--- config.mk ---
export PLATFORM = sky130hd
export DESIGN_NAME = mrcs_front
export DESIGN_NICKNAME = d
export VERILOG_FILES = /design/src/rtl/mrcs_pkg.sv /design/src/rtl/mrcs_front.sv
export SDC_FILE = /design/constraint.sdc
export NUM_CORES = 1
export LEC_CHECK = 0
export BUFFER_PORTS_ARGS = -buffer_cell sky130_fd_sc_hd__buf_2
export CAP_MARGIN = 0
export CORE_MARGIN = 3
export CORE_UTILIZATION = 30
export DETAILED_ROUTE_END_ITERATION = 8
export GPL_TIMING_DRIVEN = 0
export PLACE_DENSITY = 0.56
export RECOVER_POWER = 25
export SETUP_SLACK_MARGIN = 0.02
export SLEW_MARGIN = 10
export SYNTH_ARGS = -nofsm -noshare
export SYNTH_HDL_FRONTEND = slang
export SYNTH_SLANG_ARGS = --single-unit
--- constraint.sdc ---
create_clock -name aclk -period 2.12 [get_ports aclk]
set_clock_uncertainty 0.2 [all_clocks]
set_input_delay 0.212 -clock aclk [delete_from_list [all_inputs] [get_ports aclk]]
set_output_delay 0.212 -clock aclk [all_outputs]
set_load 0.005 [all_outputs]
--- src/rtl/mrcs_pkg.sv ---
// Package with the shared types, constants and CRC helper of the Modbus RTU coil slave.
`timescale 1ns / 1ps
package mrcs_pkg;

    localparam int BUFFER_BYTES = 256;
    localparam int NUM_COILS    = 16;
    localparam int REPLY_BYTES  = 256;

    localparam int RX_AW      = $clog2(BUFFER_BYTES);
    localparam int CNT_W      = $clog2(BUFFER_BYTES + 1);
    localparam int RP_AW      = $clog2(REPLY_BYTES);
    localparam int RP_LW      = $clog2(REPLY_BYTES + 1);
    localparam int COIL_IDX_W = (NUM_COILS > 1) ? $clog2(NUM_COILS) : 1;
    localparam int COIL_WORD_W = 16;

    localparam logic [1:0] FUNC_RX_BYTE = 2'd0;
    localparam logic [1:0] FUNC_TICK    = 2'd1;
    localparam logic [1:0] FUNC_TX_PULL = 2'd2;

    localparam logic [1:0] CFG_SLAVE_ADDRESS = 2'd0;
    localparam logic [1:0] CFG_FRAME_GAP     = 2'd1;

    localparam logic [7:0]  MB_READ_COILS  = 8'h01;
    localparam logic [7:0]  MB_WRITE_COIL  = 8'h05;
    localparam logic [7:0]  MB_BROADCAST   = 8'h00;
    localparam logic [15:0] MB_COIL_ON     = 16'hFF00;
    localparam logic [15:0] MB_MAX_READ    = 16'd2000;
    localparam logic [15:0] CRC_INIT       = 16'hFFFF;
    localparam logic [15:0] CRC_POLY       = 16'hA001;

    localparam logic [7:0]  SLAVE_ADDRESS_RESET = 8'd1;
    localparam logic [15:0] FRAME_GAP_RESET     = 16'd50;

    typedef struct packed {
        logic [1:0] func;
        logic [7:0] rx_data;
    } in_item_t;

    typedef struct packed {
        logic                   tx_valid;
        logic [7:0]             tx_byte;
        logic                   tx_last;
        logic [COIL_WORD_W-1:0] coil_outputs;
    } out_item_t;

    typedef enum logic [1:0] {
        OP_RX_BYTE,
        OP_TICK,
        OP_TX_PULL,
        OP_NONE
    } op_t;

    typedef struct packed {
        op_t        op;
        logic [7:0] data;
    } cmd_t;

    typedef enum logic [1:0] {
        BK_IDLE,
        BK_TX_READ,
        BK_BUILD,
        BK_COPY
    } back_state_t;

    // One byte of the reflected CRC16, bit by bit.
    function automatic logic [15:0] crc16_byte(input logic [15:0] crc, input logic [7:0] d);
        logic [15:0] c;
        c = crc ^ {8'h00, d};
        for (int b = 0; b < 8; b++) begin
            if (c[0]) begin
                c = (c >> 1) ^ CRC_POLY;
            end else begin
                c = c >> 1;
            end
        end
        return c;
    endfunction

endpackage

--- src/rtl/mrcs_front.sv ---
// Front end: accepts requests, classifies them and queues them for the back end.
`timescale 1ns / 1ps
module mrcs_front (
    input  logic              aclk,
    input  logic              aresetn,
    input  logic              s_valid,
    output logic              s_ready,
    input  mrcs_pkg::in_item_t s_data,
    output logic              cmd_valid,
    output mrcs_pkg::cmd_t    cmd,
    input  logic              cmd_pop
);
    import mrcs_pkg::*;

    cmd_t       q_reg [2];
    logic       wptr_reg, wptr_next;
    logic       rptr_reg, rptr_next;
    logic [1:0] cnt_reg, cnt_next;
    cmd_t       in_cmd;
    logic       push;

    always_comb begin
        in_cmd.data = s_data.rx_data;
        case (s_data.func)
            FUNC_RX_BYTE: in_cmd.op = OP_RX_BYTE;
            FUNC_TICK:    in_cmd.op = OP_TICK;
            FUNC_TX_PULL: in_cmd.op = OP_TX_PULL;
            default:      in_cmd.op = OP_NONE;
        endcase
    end

    assign s_ready   = (cnt_reg != 2'd2);
    assign push      = s_valid && s_ready;
    assign cmd_valid = (cnt_reg != 2'd0);
    assign cmd       = q_reg[rptr_reg];

    always_comb begin
        wptr_next = wptr_reg ^ push;
        rptr_next = rptr_reg ^ (cmd_pop && cmd_valid);
        cnt_next  = cnt_reg + {1'b0, push} - {1'b0, cmd_pop && cmd_valid};
    end

    always_ff @(posedge aclk) begin
        if (!aresetn) begin
            wptr_reg <= 1'b0;
            rptr_reg <= 1'b0;
            cnt_reg  <= 2'd0;
        end else begin
            wptr_reg <= wptr_next;
            rptr_reg <= rptr_next;
            cnt_reg  <= cnt_next;
        end
    end

    always_ff @(posedge aclk) begin
        if (push) begin
            q_reg[wptr_reg] <= in_cmd;
        end
    end

    property p_no_pop_when_empty;
        @(posedge aclk) disable iff (!aresetn) cmd_pop |-> cmd_valid;
    endproperty
    a_no_pop_when_empty: assert property (p_no_pop_when_empty)
        else $error("front queue popped while empty");

    property p_count_bounded;
        @(posedge aclk) disable iff (!aresetn) cnt_reg != 2'd3;
    endproperty
    a_count_bounded: assert property (p_count_bounded)
        else $error("front queue count overflow");

    property p_pointers_track_count;
        @(posedge aclk) disable iff (!aresetn)
            (cnt_reg == 2'd1) |-> (wptr_reg != rptr_reg);
    endproperty
    a_pointers_track_count: assert property (p_pointers_track_count)
        else $error("front queue pointers disagree with count");

endmodule

==> results of run 1 <==
[stage by stage]
| step | util | hold WS (ns) | worst slack (ns) | instance area [sq um] |
|---|---|---|---|---|
| 6_report | 0.418 | 0.0983 | 0.332 | 1300 |
| 5_1_grt | 0.418 | 0.121 | 0.200 | 1300 |
| 3_3_place_gp | 0.373 | 0.201 | 0.350 | 1160 |
| 2_1_floorplan | - | 0.111 | 0.557 | 988 |
| 4_1_cts | 0.419 | 0.0769 | 0.292 | 1300 |
| 3_5_place_dp | 0.373 | 0.208 | 0.352 | 1160 |
[repair_timing]
item                                   in CTS  in global routing
endpoints found under the hold margin      25                  0
hold buffers                               11                  0
setup endpoints to repair                   0                  0
[report_power, final]
| part | internal [W] | leakage [nW] | switching [W] |
|---|---|---|---|
| clock | 0.0000720 | 0.0139 | 0.000140 |
| combinational | 0.000172 | 0.252 | 0.000132 |
| sequential | 0.000610 | 0.228 | 0.0000336 |
[how the worst max path moves through the flow]
stage | startpoint | to | cells after the start
after floorplan | cnt_reg[0] | q_reg[0][0] | 3
after global placement | cnt_reg[0] | q_reg[0][1] | 3
after detailed placement | cnt_reg[0] | q_reg[0][1] | 3
after CTS | register | cmd[4] | 3
after global routing | cnt_reg[0] | q_reg[0][8] | 3
final | register | cmd[4] | 3
[routing by layer]
| metal | vias to the layer above | track usage | routed length [um] |
|---|---|---|---|
| met2 | 20 | 0.146 | 779 |
| met1 | 288 | 0.0986 | 739 |
| met5 | - | 0 | 0 |
| li1 | 302 | - | - |
| met3 | 2 | 0.0428 | 94 |
| met4 | 0 | 0.0323 | 10 |
[synth_stat cells (all sizes together)]
library cell and count:
edfxtp 20, mux2 10, dfxtp 5, and2 4, clkbuf 2, ha 2
nand2b 2, nor2 2, nor2b 2, o21ai 2, a211oi 1, a21bo 1
a32oi 1, and3 1, buf 1, inv 1, mux2i 1, nand2 1
nand3 1, or2 1, xnor2 1
[layout by cell type (no fill, tap or decap)]
master / synthesis / layout
ha_1: 2 / 2
a21bo_1: 1 / 1
mux2i_1: 1 / 1
a32oi_1: 1 / 1
and2_1: 4 / 4
dfxtp_1: 5 / 5
clkinvlp_4: 0 / 1
a211oi_1: 1 / 1
nor2b_1: 2 / 2
clkbuf_4: 0 / 3
buf_2: 1 / 22
edfxtp_1: 20 / 20
xnor2_1: 1 / 1
nand3_1: 1 / 1
and3_1: 1 / 1
o21ai_0: 2 / 2
or2_2: 1 / 1
nand2b_1: 2 / 2
nor2_1: 2 / 2
mux2_2: 10 / 10
inv_1: 1 / 1
nand2_1: 1 / 1
dlygate4sd3_1: 0 / 11
clkbuf_1: 2 / 4
[area by class of cell]
class / instances / area (sq um)
timing repair buffer: 34 / 223
fill: 307 / 1810
multi-input combinational: 33 / 272
tap: 44 / 55.1
clock buffer: 3 / 22.5
clock inverter: 1 / 7.51
buffer: 3 / 12.5
sequential: 25 / 701
inverter: 1 / 3.75
[worst reg2reg max path: cells and delay by family, from the launching register on]
| family | cells | cell delay [ns] |
|---|---|---|
| fa+ha+maj | 1 | 0.44 |
| flops | 1 | 0.47 |
| simple gates | 2 | 0.33 |
[kinds of logic (layout without fill, tap and decap cells)]
kind of cell               count (synthesis)  after routing
buffers and inverters                      4             42
xor gates and xnor gates                   1              1
muxes                                     11             11
AOI/OAI and AO/OA                          5              5
adders and majority gates                  2              2
and+or+nand+nor                           14             14
DFF                                       25             25
==> flow_metrics.py, run 1 <==
metrics = {
    "status": {
        "status": "complete, no violations",
    },
    "finish": {
        "fin_nets": 117,
        "area_growth_pct": 31.1,
        "n_antenna_cell": 0,
        "drive_gt1_frac": 0.370,
        "largest_reg_flops": 20,
        "fin_cells": 144,
    },
    "placed_design": {
        "dp_cells": 129,
        "place_congestion": 0.727,
        "port_buffers": 23,
    },
    "synth": {
        "synth_seq_area_share": 0.709,
        "synth.area.mux_share": 0.124,
        "synthAdderAreaFrac": 0.0253,
        "yosys.area_share.simple": 0.0797,
        "avgSynthCellArea_sq_um": 15.9,
        "synth_top_area_cell": "edfxtp_1",
        "synth_top_family_by_area": "multiplexers",
        "syn-instance-count": 62,
        "synth-seq-cells": 25,
        "synth_compound_area_frac": 0.0367,
        "ys_warn_count": 0,
        "yosysTopAreaCellShare": 0.608,
        "synthTopCellsByArea": "edfxtp_1 61%, mux2_2 11%, dfxtp_1 10%, and2_1 2.5%, ha_1 2.5%",
        "synthXorXnorAreaFrac": 0.00886,
        "syn_nets": 78,
        "mappedNetlistArea_sq_um": 988,
        "ys_types": 21,
    },
    "clocking": {
        "htreeDepth": 1,
        "cts_tree": "done",
        "clockRootBuffer": "clkbuf_4",
        "post_cts_buffers": 0,
        "cts_max_path_buffers": 2,
        "clk_latency_ns": 0.31,
        "cts_num_sinks": 25,
        "cts_buffers": 3,
        "clk_pin_slew_ns": 0.13,
        "post_cts_resized": 0,
    },
    "global_route": {
        "antenna_found_initial": 0,
        "grt_pass1_wl_mm": 2.72,
        "grt_max_degree": 16,
        "first_global_vias": 625,
        "track_usage": 0.0886,
        "grt-ovfl-total": 0,
    },
    "floorplanning": {
        "start_util": 0.319,
        "die_width_um": 63.4,
        "num_io_pins": 26,
        "placementRows": 20,
        "die_y_um": 63.4,
        "fp.dieArea_sq_mm": 0.00402,
        "core_area_sq_mm": 0.00310,
    },
    "power_and_ir_drop": {
        "totalPowerFinal_w": 0.00116,
        "p_per_area_mw_per_mm2": 895,
        "vdd_ir_drop_max_v": 0.000392,
        "power.leakage_nw": 0.495,
    },
    "detailed_routing": {
        "ant_nets": 0,
        "drt-initial-drc-count": 9,
        "first_pass_iters": 4,
        "vias": 612,
        "routed_wl_mm": 1.63,
        "wl_per_cell_um": 11.3,
        "viasPerCell": 4.25,
        "drc": 0,
    },
    "setup_path": {
        "worstPathRequired_ns": 1.71,
        "path_cells": "buf_2 -> mux2_2 -> buf_2",
        "cpMaxStageDelayCell": "mux2_2",
        "criticalPathCategory": "register to output pin",
        "critPathBufInv": 2,
        "timing.rr.start": "cnt_reg[0]",
        "r2r-end": "q_reg[0][1]",
        "path_delay_family": "buffers and inverters",
        "r2r_slack_ns": 0.35,
        "cp_common_cell": "buf_2",
        "cpPeakStageDelay_ns": 0.36,
        "start_kind": "register",
        "ff2ff_path_depth": 3,
        "end_kind": "output pin",
        "crit_fanout": 10,
        "arrival_ns": 1.38,
    },
    "sta": {
        "tightestPinTransition_ns": 0.476,
        "hold_viol": 0,
        "fin_crit_ns": 1.79,
        "rsz0062_at_grt": "no",
        "fmax_mhz": 559,
        "period_share": 0.844,
        "fin_setup_tns_ns": 0,
        "setup_viol": 0,
        "maxSlewViolCount": 0,
        "max-slew-margin-rel": 0.683,
    },
    "run": {
        "drv_cap": 0,
    },
    "hold_path": {
        "hold_end": "cnt_reg[1]",
        "hold_depth": 3,
        "hold_start": "cmd_pop",
        "hp-class": "input port to register",
    },
}
No activity file was read; power rests on OpenSTA's default activity.
==> run 2: changes to the inputs <==
--- a/config.mk
+++ b/config.mk
@@ -11,7 +11,7 @@
 export CORE_UTILIZATION = 30
 export DETAILED_ROUTE_END_ITERATION = 8
 export GPL_TIMING_DRIVEN = 0
-export PLACE_DENSITY = 0.56
+export PLACE_DENSITY = 0.58
 export RECOVER_POWER = 25
 export SETUP_SLACK_MARGIN = 0.02
 export SLEW_MARGIN = 10
==> constraint.sdc (replaced) <==
create_clock -name aclk -period 1.47 [get_ports aclk]
set_clock_uncertainty 0.2 [all_clocks]
set_input_delay 0.147 -clock aclk [delete_from_list [all_inputs] [get_ports aclk]]
set_output_delay 0.147 -clock aclk [all_outputs]
set_load 0.005 [all_outputs]
==> run 2 against run 1 <==
Net effect:
- the run now ends with negative setup slack left
- utilization rose by 7.6 points
- sequential power rose by 47%
- cell count is 4.9% higher
- wire length is 8.0% higher
- die area stayed put
- global-route usage up 0.62 points
- critical path type unchanged
- critical endpoint is now cmd[8]
- largest cell class unchanged
- highest routed layer unchanged
==> flow_metrics.py, run 2 (same netlist as run 1, synthesis figures left out) <==
metrics = {
    "status": {
        "status": "finished with violations",
        "failed_checks": "negative setup slack",
    },
    "setup_path": {
        "path_delay_family": "flip-flops",
        "worstPathRequired_ns": 1.12,
        "cp_common_cell": "buf_6",
        "cpPeakStageDelay_ns": 0.38,
        "arrival_ns": 1.23,
        "cpMaxStageDelayCell": "dfxtp_2",
        "start_kind": "register",
        "path_cells": "buf_6 -> mux2_4 -> buf_6",
        "criticalPathCategory": "register to output pin",
        "critPathBufInv": 2,
        "end_kind": "output pin",
        "crit_fanout": 5,
    },
    "clocking": {
        "cts_tree": "done",
        "clk_latency_ns": 0.30,
        "cts_max_path_buffers": 2,
        "clockRootBuffer": "clkbuf_4",
        "cts_num_sinks": 25,
        "htreeDepth": 1,
        "cts_buffers": 3,
        "clk_pin_slew_ns": 0.12,
    },
    "finish": {
        "n_antenna_cell": 0,
        "final_core_util": 0.494,
        "nFillCells": 291,
        "final_common_cell": "edfxtp_1",
        "drive_gt1_frac": 0.523,
        "largest_reg_flops": 20,
        "area_growth_pct": 54.9,
        "most-common-layout-cells": "20 x edfxtp_1, 16 x buf_6, 11 x dlygate4sd3_1, 10 x mux2_4, 10 x buf_2",
        "fin_nets": 124,
    },
    "power_and_ir_drop": {
        "vdd_ir_drop_max_v": 0.000666,
        "p_per_area_mw_per_mm2": 1310,
        "power.leakage_nw": 0.608,
    },
    "sta": {
        "hold_slack_ns": 0.0621,
        "max-slew-margin-rel": 0.851,
        "period_share": 1.08,
        "setup_viol": 10,
        "hold_viol": 0,
        "fmax_mhz": 632,
        "rsz0062_at_grt": "yes",
        "tightestPinTransition_ns": 0.223,
        "fin_crit_ns": 1.58,
        "maxSlewViolCount": 0,
        "setup_ws_ns": -0.112,
    },
    "run": {
        "drv_cap": 0,
    },
    "floorplanning": {
        "start_util": 0.319,
        "fp.dieArea_sq_mm": 0.00402,
        "die_y_um": 63.4,
        "core_area_sq_mm": 0.00310,
        "die_width_um": 63.4,
        "num_io_pins": 26,
        "placementRows": 20,
    },
    "detailed_routing": {
        "drt-initial-drc-count": 6,
        "routed_wl_mm": 1.76,
        "viasPerCell": 4.22,
        "ant_nets": 0,
        "wl_per_cell_um": 11.6,
        "vias": 637,
        "drc": 0,
        "first_pass_iters": 4,
    },
    "placed_design": {
        "dp_hpwl_mm": 1.03,
        "port_buffers": 23,
        "place_congestion": 0.747,
        "dp_slack_ns": -0.0385,
    },
    "hold_path": {
        "hp-class": "input port to register",
    },
    "global_route": {
        "first_global_vias": 640,
        "track_usage": 0.0948,
        "grt-ovfl-total": 0,
        "grt_max_degree": 15,
        "antenna_found_initial": 0,
        "grt_pass1_wl_mm": 2.94,
    },
}
## run 2: cell types whose count changed in the layout (fill, tap and decap cells not counted), sizes merged
cell / change
clkinv: +1
clkinvlp: -1
buf: +7
## run 2: stage by stage
step	cell area [sq um]	power [W]	setup TNS, ns	instances
final	1530	0.00201	-1.07	151
after global routing	1530	0.00215	-1.75	151
after CTS	1490	0.00196	-1.31	150
after detailed placement	1170	0.00138	-0.627	129
after global placement	1170	0.00137	-0.387	129
after floorplan	1000	0.00122	0	62
## run 2: layout make-up
| type | count | area, sq um | area share |
|---|---|---|---|
| plain buffers | 3 | 18.8 | 0.0123 |
| repair buffers | 41 | 360 | 0.235 |
| clock inverters | 1 | 5.00 | 0.00327 |
| clock buffers | 3 | 22.5 | 0.0147 |
| well taps | 44 | 55.1 | 0.0359 |
| flip-flops and latches | 25 | 709 | 0.463 |
| multi-input cells | 33 | 357 | 0.233 |
| inverters | 1 | 3.75 | 0.00245 |
## run 2: final timing paths
check	start	to	slack (ns)	depth (start not counted)
setup / recovery	register	cmd[8]	-0.11	3
hold / removal	cmd_pop	cnt_reg[1]	0.06	3
setup reg to reg	cnt_reg[1]	q_reg[0][4]	0.04	5
hold reg to reg	rptr_reg	register	0.40	2
## run 2: per-layer routing
| layer | wire length (um) | global-route usage |
|---|---|---|
| met1 | 749 | 0.113 |
| met2 | 880 | 0.162 |
| met3 | 114 | 0.0285 |
| met4 | 9 | 0.0323 |
| met5 | 0 | 0 |
## run 2: timing repair
action,CTS,global route
hold buffers,11,0
buffers inserted,5,1
pin swaps,1,4
resized for setup,33,9
setup endpoints to repair,33,13
endpoints found under the hold margin,25,0
gates cloned,1,0
## run 2: report_power, final
part / leakage, nW / internal (W) / switching, W
logic: 0.360 / 0.000514 / 0.000260
clock network: 0.0177 / 0.000101 / 0.000183
registers: 0.230 / 0.000891 / 0.0000570
total: 0.608 / 0.00151 / 0.000500
## run 2: worst register-to-register path, delay by kind of cell, from the launching register on
family / cells / cell delay [ns]
buf+inv: 2 / 0.24
flops: 1 / 0.38
simple gates: 2 / 0.20
fa+ha+maj: 1 / 0.14
