<file path="config.mk">
export PLATFORM = sky130hd
export DESIGN_NAME = mrcs_back
export DESIGN_NICKNAME = d
export VERILOG_FILES = /design/src/rtl/mrcs_pkg.sv /design/src/rtl/mrcs_ram.sv /design/src/rtl/mrcs_back.sv
export SDC_FILE = /design/constraint.sdc
export NUM_CORES = 2
export LEC_CHECK = 0
export ABC_AREA = 0
export BUFFER_PORTS_ARGS = -buffer_cell sky130_fd_sc_hd__clkbuf_2
export CAP_MARGIN = 20
export CORE_MARGIN = 1.5
export CORE_UTILIZATION = 53
export DETAILED_ROUTE_END_ITERATION = 8
export GPL_ROUTABILITY_DRIVEN = 0
export HOLD_SLACK_MARGIN = 0.08
export PLACE_DENSITY = 0.71
export SETUP_SLACK_MARGIN = 0.1
export SLEW_MARGIN = 0
export SYNTH_ARGS = -nofsm -noshare
export SYNTH_HDL_FRONTEND = slang
export SYNTH_SLANG_ARGS = --single-unit
</file>
<file path="constraint.sdc">
create_clock -name aclk -period 21.6 [get_ports aclk]
set_input_delay 0 -clock aclk [delete_from_list [all_inputs] [get_ports aclk]]
set_output_delay 0 -clock aclk [all_outputs]
set_load 0.01 [all_outputs]
</file>
<file path="src/rtl/mrcs_pkg.sv">
// Package with the shared types, constants and CRC helper of the Modbus RTU coil slave.
`timescale 1ns / 1ps
package mrcs_pkg;

    localparam int BUFFER_BYTES = 256;
    localparam int NUM_COILS    = 16;
    localparam int REPLY_BYTES  = 256;

    localparam int RX_AW      = $clog2(BUFFER_BYTES);
    localparam int CNT_W      = $clog2(BUFFER_BYTES + 1);
    localparam int RP_AW      = $clog2(REPLY_BYTES);
    localparam int RP_LW      = $clog2(REPLY_BYTES + 1);
    localparam int COIL_IDX_W = (NUM_COILS > 1) ? $clog2(NUM_COILS) : 1;
    localparam int COIL_WORD_W = 16;

    localparam logic [1:0] FUNC_RX_BYTE = 2'd0;
    localparam logic [1:0] FUNC_TICK    = 2'd1;
    localparam logic [1:0] FUNC_TX_PULL = 2'd2;

    localparam logic [1:0] CFG_SLAVE_ADDRESS = 2'd0;
    localparam logic [1:0] CFG_FRAME_GAP     = 2'd1;

    localparam logic [7:0]  MB_READ_COILS  = 8'h01;
    localparam logic [7:0]  MB_WRITE_COIL  = 8'h05;
    localparam logic [7:0]  MB_BROADCAST   = 8'h00;
    localparam logic [15:0] MB_COIL_ON     = 16'hFF00;
    localparam logic [15:0] MB_MAX_READ    = 16'd2000;
    localparam logic [15:0] CRC_INIT       = 16'hFFFF;
    localparam logic [15:0] CRC_POLY       = 16'hA001;

    localparam logic [7:0]  SLAVE_ADDRESS_RESET = 8'd1;
    localparam logic [15:0] FRAME_GAP_RESET     = 16'd50;

    typedef struct packed {
        logic [1:0] func;
        logic [7:0] rx_data;
    } in_item_t;

    typedef struct packed {
        logic                   tx_valid;
        logic [7:0]             tx_byte;
        logic                   tx_last;
        logic [COIL_WORD_W-1:0] coil_outputs;
    } out_item_t;

    typedef enum logic [1:0] {
        OP_RX_BYTE,
        OP_TICK,
        OP_TX_PULL,
        OP_NONE
    } op_t;

    typedef struct packed {
        op_t        op;
        logic [7:0] data;
    } cmd_t;

    typedef enum logic [1:0] {
        BK_IDLE,
        BK_TX_READ,
        BK_BUILD,
        BK_COPY
    } back_state_t;

    // One byte of the reflected CRC16, bit by bit.
    function automatic logic [15:0] crc16_byte(input logic [15:0] crc, input logic [7:0] d);
        logic [15:0] c;
        c = crc ^ {8'h00, d};
        for (int b = 0; b < 8; b++) begin
            if (c[0]) begin
                c = (c >> 1) ^ CRC_POLY;
            end else begin
                c = c >> 1;
            end
        end
        return c;
    endfunction

endpackage

</file>
<file path="src/rtl/mrcs_ram.sv">
// Generic single write port RAM with a registered read port.
`timescale 1ns / 1ps
module mrcs_ram #(
    parameter int WIDTH = 8,
    parameter int DEPTH = 256
) (
    input  logic                     aclk,
    input  logic                     we,
    input  logic [$clog2(DEPTH)-1:0] waddr,
    input  logic [WIDTH-1:0]         wdata,
    input  logic [$clog2(DEPTH)-1:0] raddr,
    output logic [WIDTH-1:0]         rdata
);

    logic [WIDTH-1:0] mem [DEPTH];
    logic [WIDTH-1:0] rdata_reg;

    always_ff @(posedge aclk) begin
        if (we) begin
            mem[waddr] <= wdata;
        end
        rdata_reg <= mem[raddr];
    end

    assign rdata = rdata_reg;

endmodule

</file>
<file path="src/rtl/mrcs_back.sv">
// Back end: frame reception, frame handling, reply building and reply transmission.
`timescale 1ns / 1ps
module mrcs_back (
    input  logic                aclk,
    input  logic                aresetn,
    input  logic                cmd_valid,
    input  mrcs_pkg::cmd_t      cmd,
    output logic                cmd_pop,
    input  logic [7:0]          slave_address,
    input  logic [15:0]         frame_gap_ticks,
    output logic                m_valid,
    input  logic                m_ready,
    output mrcs_pkg::out_item_t m_data
);
    import mrcs_pkg::*;

    back_state_t state_reg, state_next;

    logic [CNT_W-1:0]     rx_cnt_reg, rx_cnt_next;
    logic                 open_reg, open_next;
    logic [15:0]          sil_reg, sil_next;
    logic [NUM_COILS-1:0] coil_reg, coil_next;
    logic [7:0]           hdr_reg [6];
    logic [7:0]           hdr_next [6];
    logic [7:0]           b1_reg, b1_next, b2_reg, b2_next;
    logic [15:0]          crc_rx_reg, crc_rx_next;

    logic [RP_LW-1:0]     rp_len_reg, rp_len_next;
    logic [RP_LW-1:0]     rp_pos_reg, rp_pos_next;

    logic [RP_LW-1:0]     bidx_reg, bidx_next;
    logic [RP_LW-1:0]     blen_reg, blen_next;
    logic [7:0]           bbytes_reg, bbytes_next;
    logic [15:0]          bbase_reg, bbase_next;
    logic [10:0]          brem_reg, brem_next;
    logic [15:0]          crc_tx_reg, crc_tx_next;

    logic [RP_LW-1:0]     cidx_reg, cidx_next;
    logic [RP_LW-1:0]     clen_reg, clen_next;

    logic                 m_valid_reg, m_valid_next;
    out_item_t            m_data_reg, m_data_next;

    logic                 rx_we;
    logic [RX_AW-1:0]     rx_waddr, rx_raddr;
    logic [7:0]           rx_wdata, rx_rdata;
    logic                 rp_we;
    logic [RP_AW-1:0]     rp_waddr, rp_raddr;
    logic [7:0]           rp_wdata, rp_rdata;

    logic                 out_free;
    logic                 emit, e_valid, e_last;
    logic [7:0]           e_byte;
    logic [15:0]          sil_inc, start_w, qty_w, qty_round;
    logic                 frame_ok, bcast;
    logic [7:0]           build_byte, data_byte;
    logic [15:0]          bit_coil;
    logic [RP_LW-1:0]     cidx_prev;

    mrcs_ram #(.WIDTH(8), .DEPTH(BUFFER_BYTES)) u_rx_ram (
        .aclk  (aclk),
        .we    (rx_we),
        .waddr (rx_waddr),
        .wdata (rx_wdata),
        .raddr (rx_raddr),
        .rdata (rx_rdata)
    );

    mrcs_ram #(.WIDTH(8), .DEPTH(REPLY_BYTES)) u_reply_ram (
        .aclk  (aclk),
        .we    (rp_we),
        .waddr (rp_waddr),
        .wdata (rp_wdata),
        .raddr (rp_raddr),
        .rdata (rp_rdata)
    );

    assign out_free = !m_valid_reg || m_ready;
    assign m_valid  = m_valid_reg;
    assign m_data   = m_data_reg;

    assign start_w   = {hdr_reg[2], hdr_reg[3]};
    assign qty_w     = {hdr_reg[4], hdr_reg[5]};
    assign qty_round = qty_w + 16'd7;
    assign bcast     = (hdr_reg[0] == MB_BROADCAST);
    assign sil_inc   = (sil_reg == 16'hFFFF) ? sil_reg : sil_reg + 16'd1;
    assign frame_ok  = (rx_cnt_reg >= CNT_W'(8))
                    && (crc_rx_reg == {b1_reg, b2_reg})
                    && ((hdr_reg[0] == slave_address) || bcast);
    assign cidx_prev = cidx_reg - RP_LW'(1);

    // Packed data byte of a read-coils reply; bits past the quantity are zero.
    always_comb begin
        for (int b = 0; b < 8; b++) begin
            bit_coil = bbase_reg + 16'(b);
            data_byte[b] = (11'(b) < brem_reg) && (bit_coil < 16'(NUM_COILS))
                         && coil_reg[bit_coil[COIL_IDX_W-1:0]];
        end
    end

    always_comb begin
        if (bidx_reg == RP_LW'(0)) begin
            build_byte = slave_address;
        end else if (bidx_reg == RP_LW'(1)) begin
            build_byte = MB_READ_COILS;
        end else if (bidx_reg == RP_LW'(2)) begin
            build_byte = bbytes_reg;
        end else if (bidx_reg < blen_reg) begin
            build_byte = data_byte;
        end else if (bidx_reg == blen_reg) begin
            build_byte = crc_tx_reg[7:0];
        end else begin
            build_byte = crc_tx_reg[15:8];
        end
    end

    always_comb begin
        state_next   = state_reg;
        rx_cnt_next  = rx_cnt_reg;
        open_next    = open_reg;
        sil_next     = sil_reg;
        coil_next    = coil_reg;
        hdr_next     = hdr_reg;
        b1_next      = b1_reg;
        b2_next      = b2_reg;
        crc_rx_next  = crc_rx_reg;
        rp_len_next  = rp_len_reg;
        rp_pos_next  = rp_pos_reg;
        bidx_next    = bidx_reg;
        blen_next    = blen_reg;
        bbytes_next  = bbytes_reg;
        bbase_next   = bbase_reg;
        brem_next    = brem_reg;
        crc_tx_next  = crc_tx_reg;
        cidx_next    = cidx_reg;
        clen_next    = clen_reg;
        m_valid_next = m_valid_reg && !m_ready;
        m_data_next  = m_data_reg;

        cmd_pop  = 1'b0;
        emit     = 1'b0;
        e_valid  = 1'b0;
        e_byte   = 8'h00;
        e_last   = 1'b0;
        rx_we    = 1'b0;
        rx_waddr = rx_cnt_reg[RX_AW-1:0];
        rx_wdata = cmd.data;
        rx_raddr = cidx_reg[RX_AW-1:0];
        rp_we    = 1'b0;
        rp_waddr = bidx_reg[RP_AW-1:0];
        rp_wdata = build_byte;
        rp_raddr = rp_pos_reg[RP_AW-1:0];

        case (state_reg)
            BK_IDLE: begin
                if (cmd_valid && out_free) begin
                    cmd_pop = 1'b1;
                    case (cmd.op)
                        OP_RX_BYTE: begin
                            emit = 1'b1;
                            if (rx_cnt_reg < CNT_W'(BUFFER_BYTES)) begin
                                rx_we       = 1'b1;
                                rx_cnt_next = rx_cnt_reg + CNT_W'(1);
                                sil_next    = 16'd0;
                                open_next   = 1'b1;
                                for (int i = 0; i < 6; i++) begin
                                    if (rx_cnt_reg == CNT_W'(i)) begin
                                        hdr_next[i] = cmd.data;
                                    end
                                end
                                // CRC trails the stream by two bytes.
                                if (rx_cnt_reg == CNT_W'(0)) begin
                                    crc_rx_next = CRC_INIT;
                                end else if (rx_cnt_reg >= CNT_W'(2)) begin
                                    crc_rx_next = crc16_byte(crc_rx_reg, b2_reg);
                                end
                                b2_next = b1_reg;
                                b1_next = cmd.data;
                            end else begin
                                rx_cnt_next = '0;
                                open_next   = 1'b0;
                            end
                        end
                        OP_TICK: begin
                            emit = 1'b1;
                            if (open_reg && (rx_cnt_reg != '0)) begin
                                sil_next = sil_inc;
                                if (sil_inc >= frame_gap_ticks) begin
                                    rx_cnt_next = '0;
                                    open_next   = 1'b0;
                                    if (frame_ok && (hdr_reg[1] == MB_READ_COILS) && !bcast
                                        && (qty_w != 16'd0) && (qty_w <= MB_MAX_READ)) begin
                                        emit        = 1'b0;
                                        state_next  = BK_BUILD;
                                        bidx_next   = '0;
                                        bbytes_next = qty_round[10:3];
                                        blen_next   = RP_LW'(qty_round[10:3]) + RP_LW'(3);
                                        bbase_next  = start_w;
                                        brem_next   = qty_w[10:0];
                                        crc_tx_next = CRC_INIT;
                                    end else if (frame_ok && (hdr_reg[1] == MB_WRITE_COIL)) begin
                                        if (start_w < 16'(NUM_COILS)) begin
                                            coil_next[start_w[COIL_IDX_W-1:0]] =
                                                (qty_w == MB_COIL_ON);
                                        end
                                        if (!bcast) begin
                                            emit       = 1'b0;
                                            state_next = BK_COPY;
                                            cidx_next  = '0;
                                            clen_next  = RP_LW'(rx_cnt_reg);
                                        end
                                    end
                                end
                            end
                        end
                        OP_TX_PULL: begin
                            if (rp_pos_reg < rp_len_reg) begin
                                state_next = BK_TX_READ;
                            end else begin
                                emit = 1'b1;
                            end
                        end
                        default: begin
                            emit = 1'b1;
                        end
                    endcase
                end
            end
            BK_TX_READ: begin
                emit        = 1'b1;
                e_valid     = 1'b1;
                e_byte      = rp_rdata;
                e_last      = ((rp_pos_reg + RP_LW'(1)) == rp_len_reg);
                rp_pos_next = rp_pos_reg + RP_LW'(1);
                state_next  = BK_IDLE;
            end
            BK_BUILD: begin
                rp_we     = 1'b1;
                bidx_next = bidx_reg + RP_LW'(1);
                if (bidx_reg < blen_reg) begin
                    crc_tx_next = crc16_byte(crc_tx_reg, build_byte);
                end
                if ((bidx_reg >= RP_LW'(3)) && (bidx_reg < blen_reg)) begin
                    bbase_next = bbase_reg + 16'd8;
                    brem_next  = (brem_reg > 11'd8) ? brem_reg - 11'd8 : 11'd0;
                end
                if (bidx_reg == (blen_reg + RP_LW'(1))) begin
                    rp_len_next = blen_reg + RP_LW'(2);
                    rp_pos_next = '0;
                    state_next  = BK_IDLE;
                    emit        = 1'b1;
                end
            end
            BK_COPY: begin
                // Read runs one byte ahead of the write.
                rp_waddr = cidx_prev[RP_AW-1:0];
                rp_wdata = rx_rdata;
                rp_we    = (cidx_reg != '0);
                if (cidx_reg == clen_reg) begin
                    rp_len_next = clen_reg;
                    rp_pos_next = '0;
                    state_next  = BK_IDLE;
                    emit        = 1'b1;
                end else begin
                    cidx_next = cidx_reg + RP_LW'(1);
                end
            end
            default: begin
                state_next = BK_IDLE;
            end
        endcase

        if (emit) begin
            m_valid_next             = 1'b1;
            m_data_next.tx_valid     = e_valid;
            m_data_next.tx_byte      = e_byte;
            m_data_next.tx_last      = e_last;
            m_data_next.coil_outputs = COIL_WORD_W'(coil_next);
        end
    end

    always_ff @(posedge aclk) begin
        if (!aresetn) begin
            state_reg   <= BK_IDLE;
            rx_cnt_reg  <= '0;
            open_reg    <= 1'b0;
            sil_reg     <= 16'd0;
            coil_reg    <= '0;
            rp_len_reg  <= '0;
            rp_pos_reg  <= '0;
            m_valid_reg <= 1'b0;
        end else begin
            state_reg   <= state_next;
            rx_cnt_reg  <= rx_cnt_next;
            open_reg    <= open_next;
            sil_reg     <= sil_next;
            coil_reg    <= coil_next;
            rp_len_reg  <= rp_len_next;
            rp_pos_reg  <= rp_pos_next;
            m_valid_reg <= m_valid_next;
        end
    end

    always_ff @(posedge aclk) begin
        hdr_reg    <= hdr_next;
        b1_reg     <= b1_next;
        b2_reg     <= b2_next;
        crc_rx_reg <= crc_rx_next;
        bidx_reg   <= bidx_next;
        blen_reg   <= blen_next;
        bbytes_reg <= bbytes_next;
        bbase_reg  <= bbase_next;
        brem_reg   <= brem_next;
        crc_tx_reg <= crc_tx_next;
        cidx_reg   <= cidx_next;
        clen_reg   <= clen_next;
        m_data_reg <= m_data_next;
    end

    property p_pos_within_len;
        @(posedge aclk) disable iff (!aresetn) rp_pos_reg <= rp_len_reg;
    endproperty
    a_pos_within_len: assert property (p_pos_within_len)
        else $error("reply position passed reply length");

    property p_open_has_bytes;
        @(posedge aclk) disable iff (!aresetn) open_reg |-> (rx_cnt_reg != '0);
    endproperty
    a_open_has_bytes: assert property (p_open_has_bytes)
        else $error("frame open with empty buffer");

    property p_idle_byte_is_zero;
        @(posedge aclk) disable iff (!aresetn)
            (m_valid_reg && !m_data_reg.tx_valid) |->
                (m_data_reg.tx_byte == 8'h00 && !m_data_reg.tx_last);
    endproperty
    a_idle_byte_is_zero: assert property (p_idle_byte_is_zero)
        else $error("result without reply byte carries data");

    property p_busy_output_empty;
        @(posedge aclk) disable iff (!aresetn)
            (state_reg == BK_BUILD || state_reg == BK_COPY) |-> !m_valid_reg;
    endproperty
    a_busy_output_empty: assert property (p_busy_output_empty)
        else $error("output slot filled while a frame is being handled");

endmodule

</file>
==> metrics.md <==
| Metric | Value |
|---|---|
| DP HPWL | roughly 250000 um |
| FP Rows | 210 |
| Peak supply drop | between 0.00007 and 0.00008 V |
| Die H | 577 um |
| Routed via count | approximately 85000 |
| Mean Syn Cell Area | around 21 um2 |
| Mapped cell area | ~170000 um2 |
| Port Buffers | 65 |
| TritonCTS Sinks | roughly 4400 |
| Seq cells post-synth | approximately 4400 |
| Final Hold Vio Count | 0 |
| Crit-path cells | buf_4 > buf_4 > buf_12 > buf_4 > mux4_2 > mux4_2 > mux4_2 > mux4_2 |
| Ratio of cells with drive above 1 in the final layout | a little over a quarter |
| Power Density | 87.5 nW/um2 |
| Overflow after GRT | 0 |
| Tcrit/Tclk final | 29.5% |
| CP arrival | about 7.2 ns |
| Synth unique cells | 96 |
| I/O Pins | 66 |
| CTS clock-pin slew for the worst setup and hold paths | approximately 0.06 ns |
| Width of the chip | between 500 and 600 um |
| Pleak | between 0.05 and 0.06 uW |
| Post-layout min period | approximately 6.4 ns |
| Critical Path Source Type | register |
| Routed WL | approximately 420000 um |
| Postcts setup bufs | 0 |
| Die ar. | approximately 330000 um2 |
| Routed Antenna Nets | 0 |
| Total of max-cap violations | 0 |
| Hold Startpoint | cmd[1] |
| Endpoint class of the critical path | register |
| WS Path Type | register to register |
| Final clock skew | 0.0966 ns |
| Vias per Instance | around 6.5 |
| Worst Path Required | 22.43 ns |
| Crit path from | cidx_reg[0] |
| Vias in the first global route | about 85000 |
| Pre-antenna DRT Iters | 6 |
| Clock power share | around 42% |
| Part of the power in registers | between 50% and 60% |
| Slowest cell on crit path | buf_4 |
| Most common cell in the netlist | edfxtp_1 |
| Asr flop ratio synth | 0% |
| Core area | 327000 um2 |
| Synth area leaders | edfxtp_1, mux4_2, nor2_1, dfxtp_1, clkbuf_1 |
| Initial antenna violation count | 12 |
| Internal power | around 14000 uW |
| Final setup vio count | 0 |
| Worst min path class | primary input to register |
| Max_slew headroom | ~9.0% |
| CTS Root Cell | clkbuf_16 |
| Slew @ Worst Pin | about 1.4 ns |
| Commonest cells post-synth | edfxtp_1, mux4_2, nor2_1 |
| Post-synthesis sequential area ratio | around 75% |
| RSZ-0062 raised after global routing | false |
| Fmax achieved | 0.157 GHz |
| Yosys top cell area share | about three quarters |
| Biggest cell delay along the critical path | 0.90 ns |
| Yosys top cell by area | edfxtp_1 |
| Final #Nets | 8547 |
| Syn Inst Count | approximately 8200 |
| Syn nets | about 8300 |
| DRC viols | 0 |
| Placed cell areas | 180000 um2 |
| H-tree depth | 5 |
| WL/cell | around 32 um |
| Top_reg_cell synth | edfxtp_1 |
| Synth warn | 0 |
| CTS Buffer Depth | 4 |
| Worst R2R Start | cidx_reg[0] |
| CP max FO | 102 |
| CP dominant cell by count | mux4_2 |
| Area growth, synth to finish | 11.2% |
| Drt initial violations | around 12000 |
| Switching share of power | roughly 20% |
| Inserted Clock Buffers | approximately 420 |
| Hold_ws | 0.132 ns |
| First-pass GRT wire length | between 600000 and 700000 um |
| Initial core utilization | between 50% and 60% |
| Number of enable flip-flop cells after synthesis | ~4300 |
| CTS tree | built |
| Largest net degree at the start of global routing | about 260 |
| Outcome | completed |
| Psw | roughly 3500 uW |
| Comb power frac | under 10% |
| Finished Cell Area | around 190000 um2 |
| Pins over their slew limit | 0 |
| Gr usage total | approximately 25% |
| Skew-Pair Late Insertion Delay | 0.98 ns |
| Setup_tns | 0 ns |
==> repair_timing <==
item / 4_1_cts / 5_1_grt
setup endpoints to repair: 0 / 0
hold buffers: 26 / 0
resized for setup: 0 / 0
endpoints found under the hold margin: 1282 / 0
==> routing by layer <==
metal  track usage, %  vias up  part of all wire (%)
li1                 -    34700                     -
met1             34.9    45200                    38
met2             39.4     4847                    48
met3             5.58      763                    10
met4             8.16        6                   3.4
met5            0.115        -                 0.019
==> power by group through the flow <==
stage / sequential [uW] / clock [uW] / combinational, uW
after detailed placement: 9510 / 0 / 445
after global placement: 9510 / 0 / 432
after global routing: 9330 / 7600 / 475
after CTS: 9330 / 7280 / 451
final: 9330 / 7200 / 449
after floorplan: 9520 / 0 / 245
==> layout make-up <==
| type | instances | area (um2) |
|---|---|---|
| antenna | 7 | 17.5 |
| clock buffer | 532 | 11200 |
| clock inverter | 245 | 2290 |
| fill | 22700 | 133000 |
| inverter | 75 | 282 |
| multi-input combinational | 3303 | 42100 |
| sequential | 4368 | 130000 |
| tap | 4346 | 5440 |
| timing repair buffer | 274 | 2320 |
==> final timing paths <==
kind,slack (ns),to,depth (start not counted)
worst min register to register,0.47,rp_len_reg[0],2
worst max-delay path,15.22,u_rx_ram.rdata[2],8
worst max register to register,15.22,u_rx_ram.rdata[2],8
worst min-delay path,0.13,u_rx_ram.mem[236][1],2
==> through the flow <==
stage / cells / total power [uW] / setup slack, ns / util (%)
finish: 13200 / 17000 / 15.22 / 59.3
floorplan: 8217 / 9760 / 7.27 / -
detailed placement: 12300 / 9960 / 15.14 / 55.0
CTS: 13100 / 17100 / 15.09 / 59.2
global route: 13100 / 17400 / 14.71 / 59.3
global placement: 12300 / 9940 / 15.13 / 54.9
==> layout by cell type (no fill, tap or decap), types with 10 or more instances in the layout <==
cell	n
edfxtp_1	4289
mux4_2	1364
nor2_1	658
clkbuf_16	428
nand2_1	255
buf_4	141
xnor2_1	106
clkinv_1	100
clkbuf_1	97
nand3_1	88
a21oi_1	77
o21ai_0	77
clkinv_2	72
dfxtp_1	72
inv_1	71
ha_1	66
xor2_1	63
nor3_1	61
clkbuf_2	57
mux2i_1	42
nand4_1	39
bufinv_16	34
nor4_1	27
dlygate4sd3_1	26
buf_6	26
mux2_2	23
nor2b_1	22
and2_1	22
and3_1	20
or3_1	20
nand2b_1	19
a21o_1	19
o21a_1	19
clkinvlp_4	16
a211oi_1	14
o2111ai_1	13
a31oi_1	13
buf_12	12
mux4_1	11
inv_6	10
==> worst max-delay path, delay by kind of cell, from the launching register on <==
kind	cells	cell delay [ns]
muxes	4	2.22
DFF	1	0.48
buffers and inverters	4	3.26
==> kinds of logic (layout without fill, tap and decap cells) <==
logic type / Yosys count / after routing / share of synthesized area (%)
AOI/OAI and AO/OA: 324 / 324 / 1.22
adders and majority gates: 66 / 66 / 0.473
xor gates and xnor gates: 177 / 177 / 0.936
other: 0 / 7 / 0
buffers and inverters: 546 / 1126 / 1.24
and+or+nand+nor: 1296 / 1296 / 3.28
DFF: 4368 / 4368 / 74.7
muxes: 1440 / 1440 / 18.2
Power figures use the tool's default switching activity.
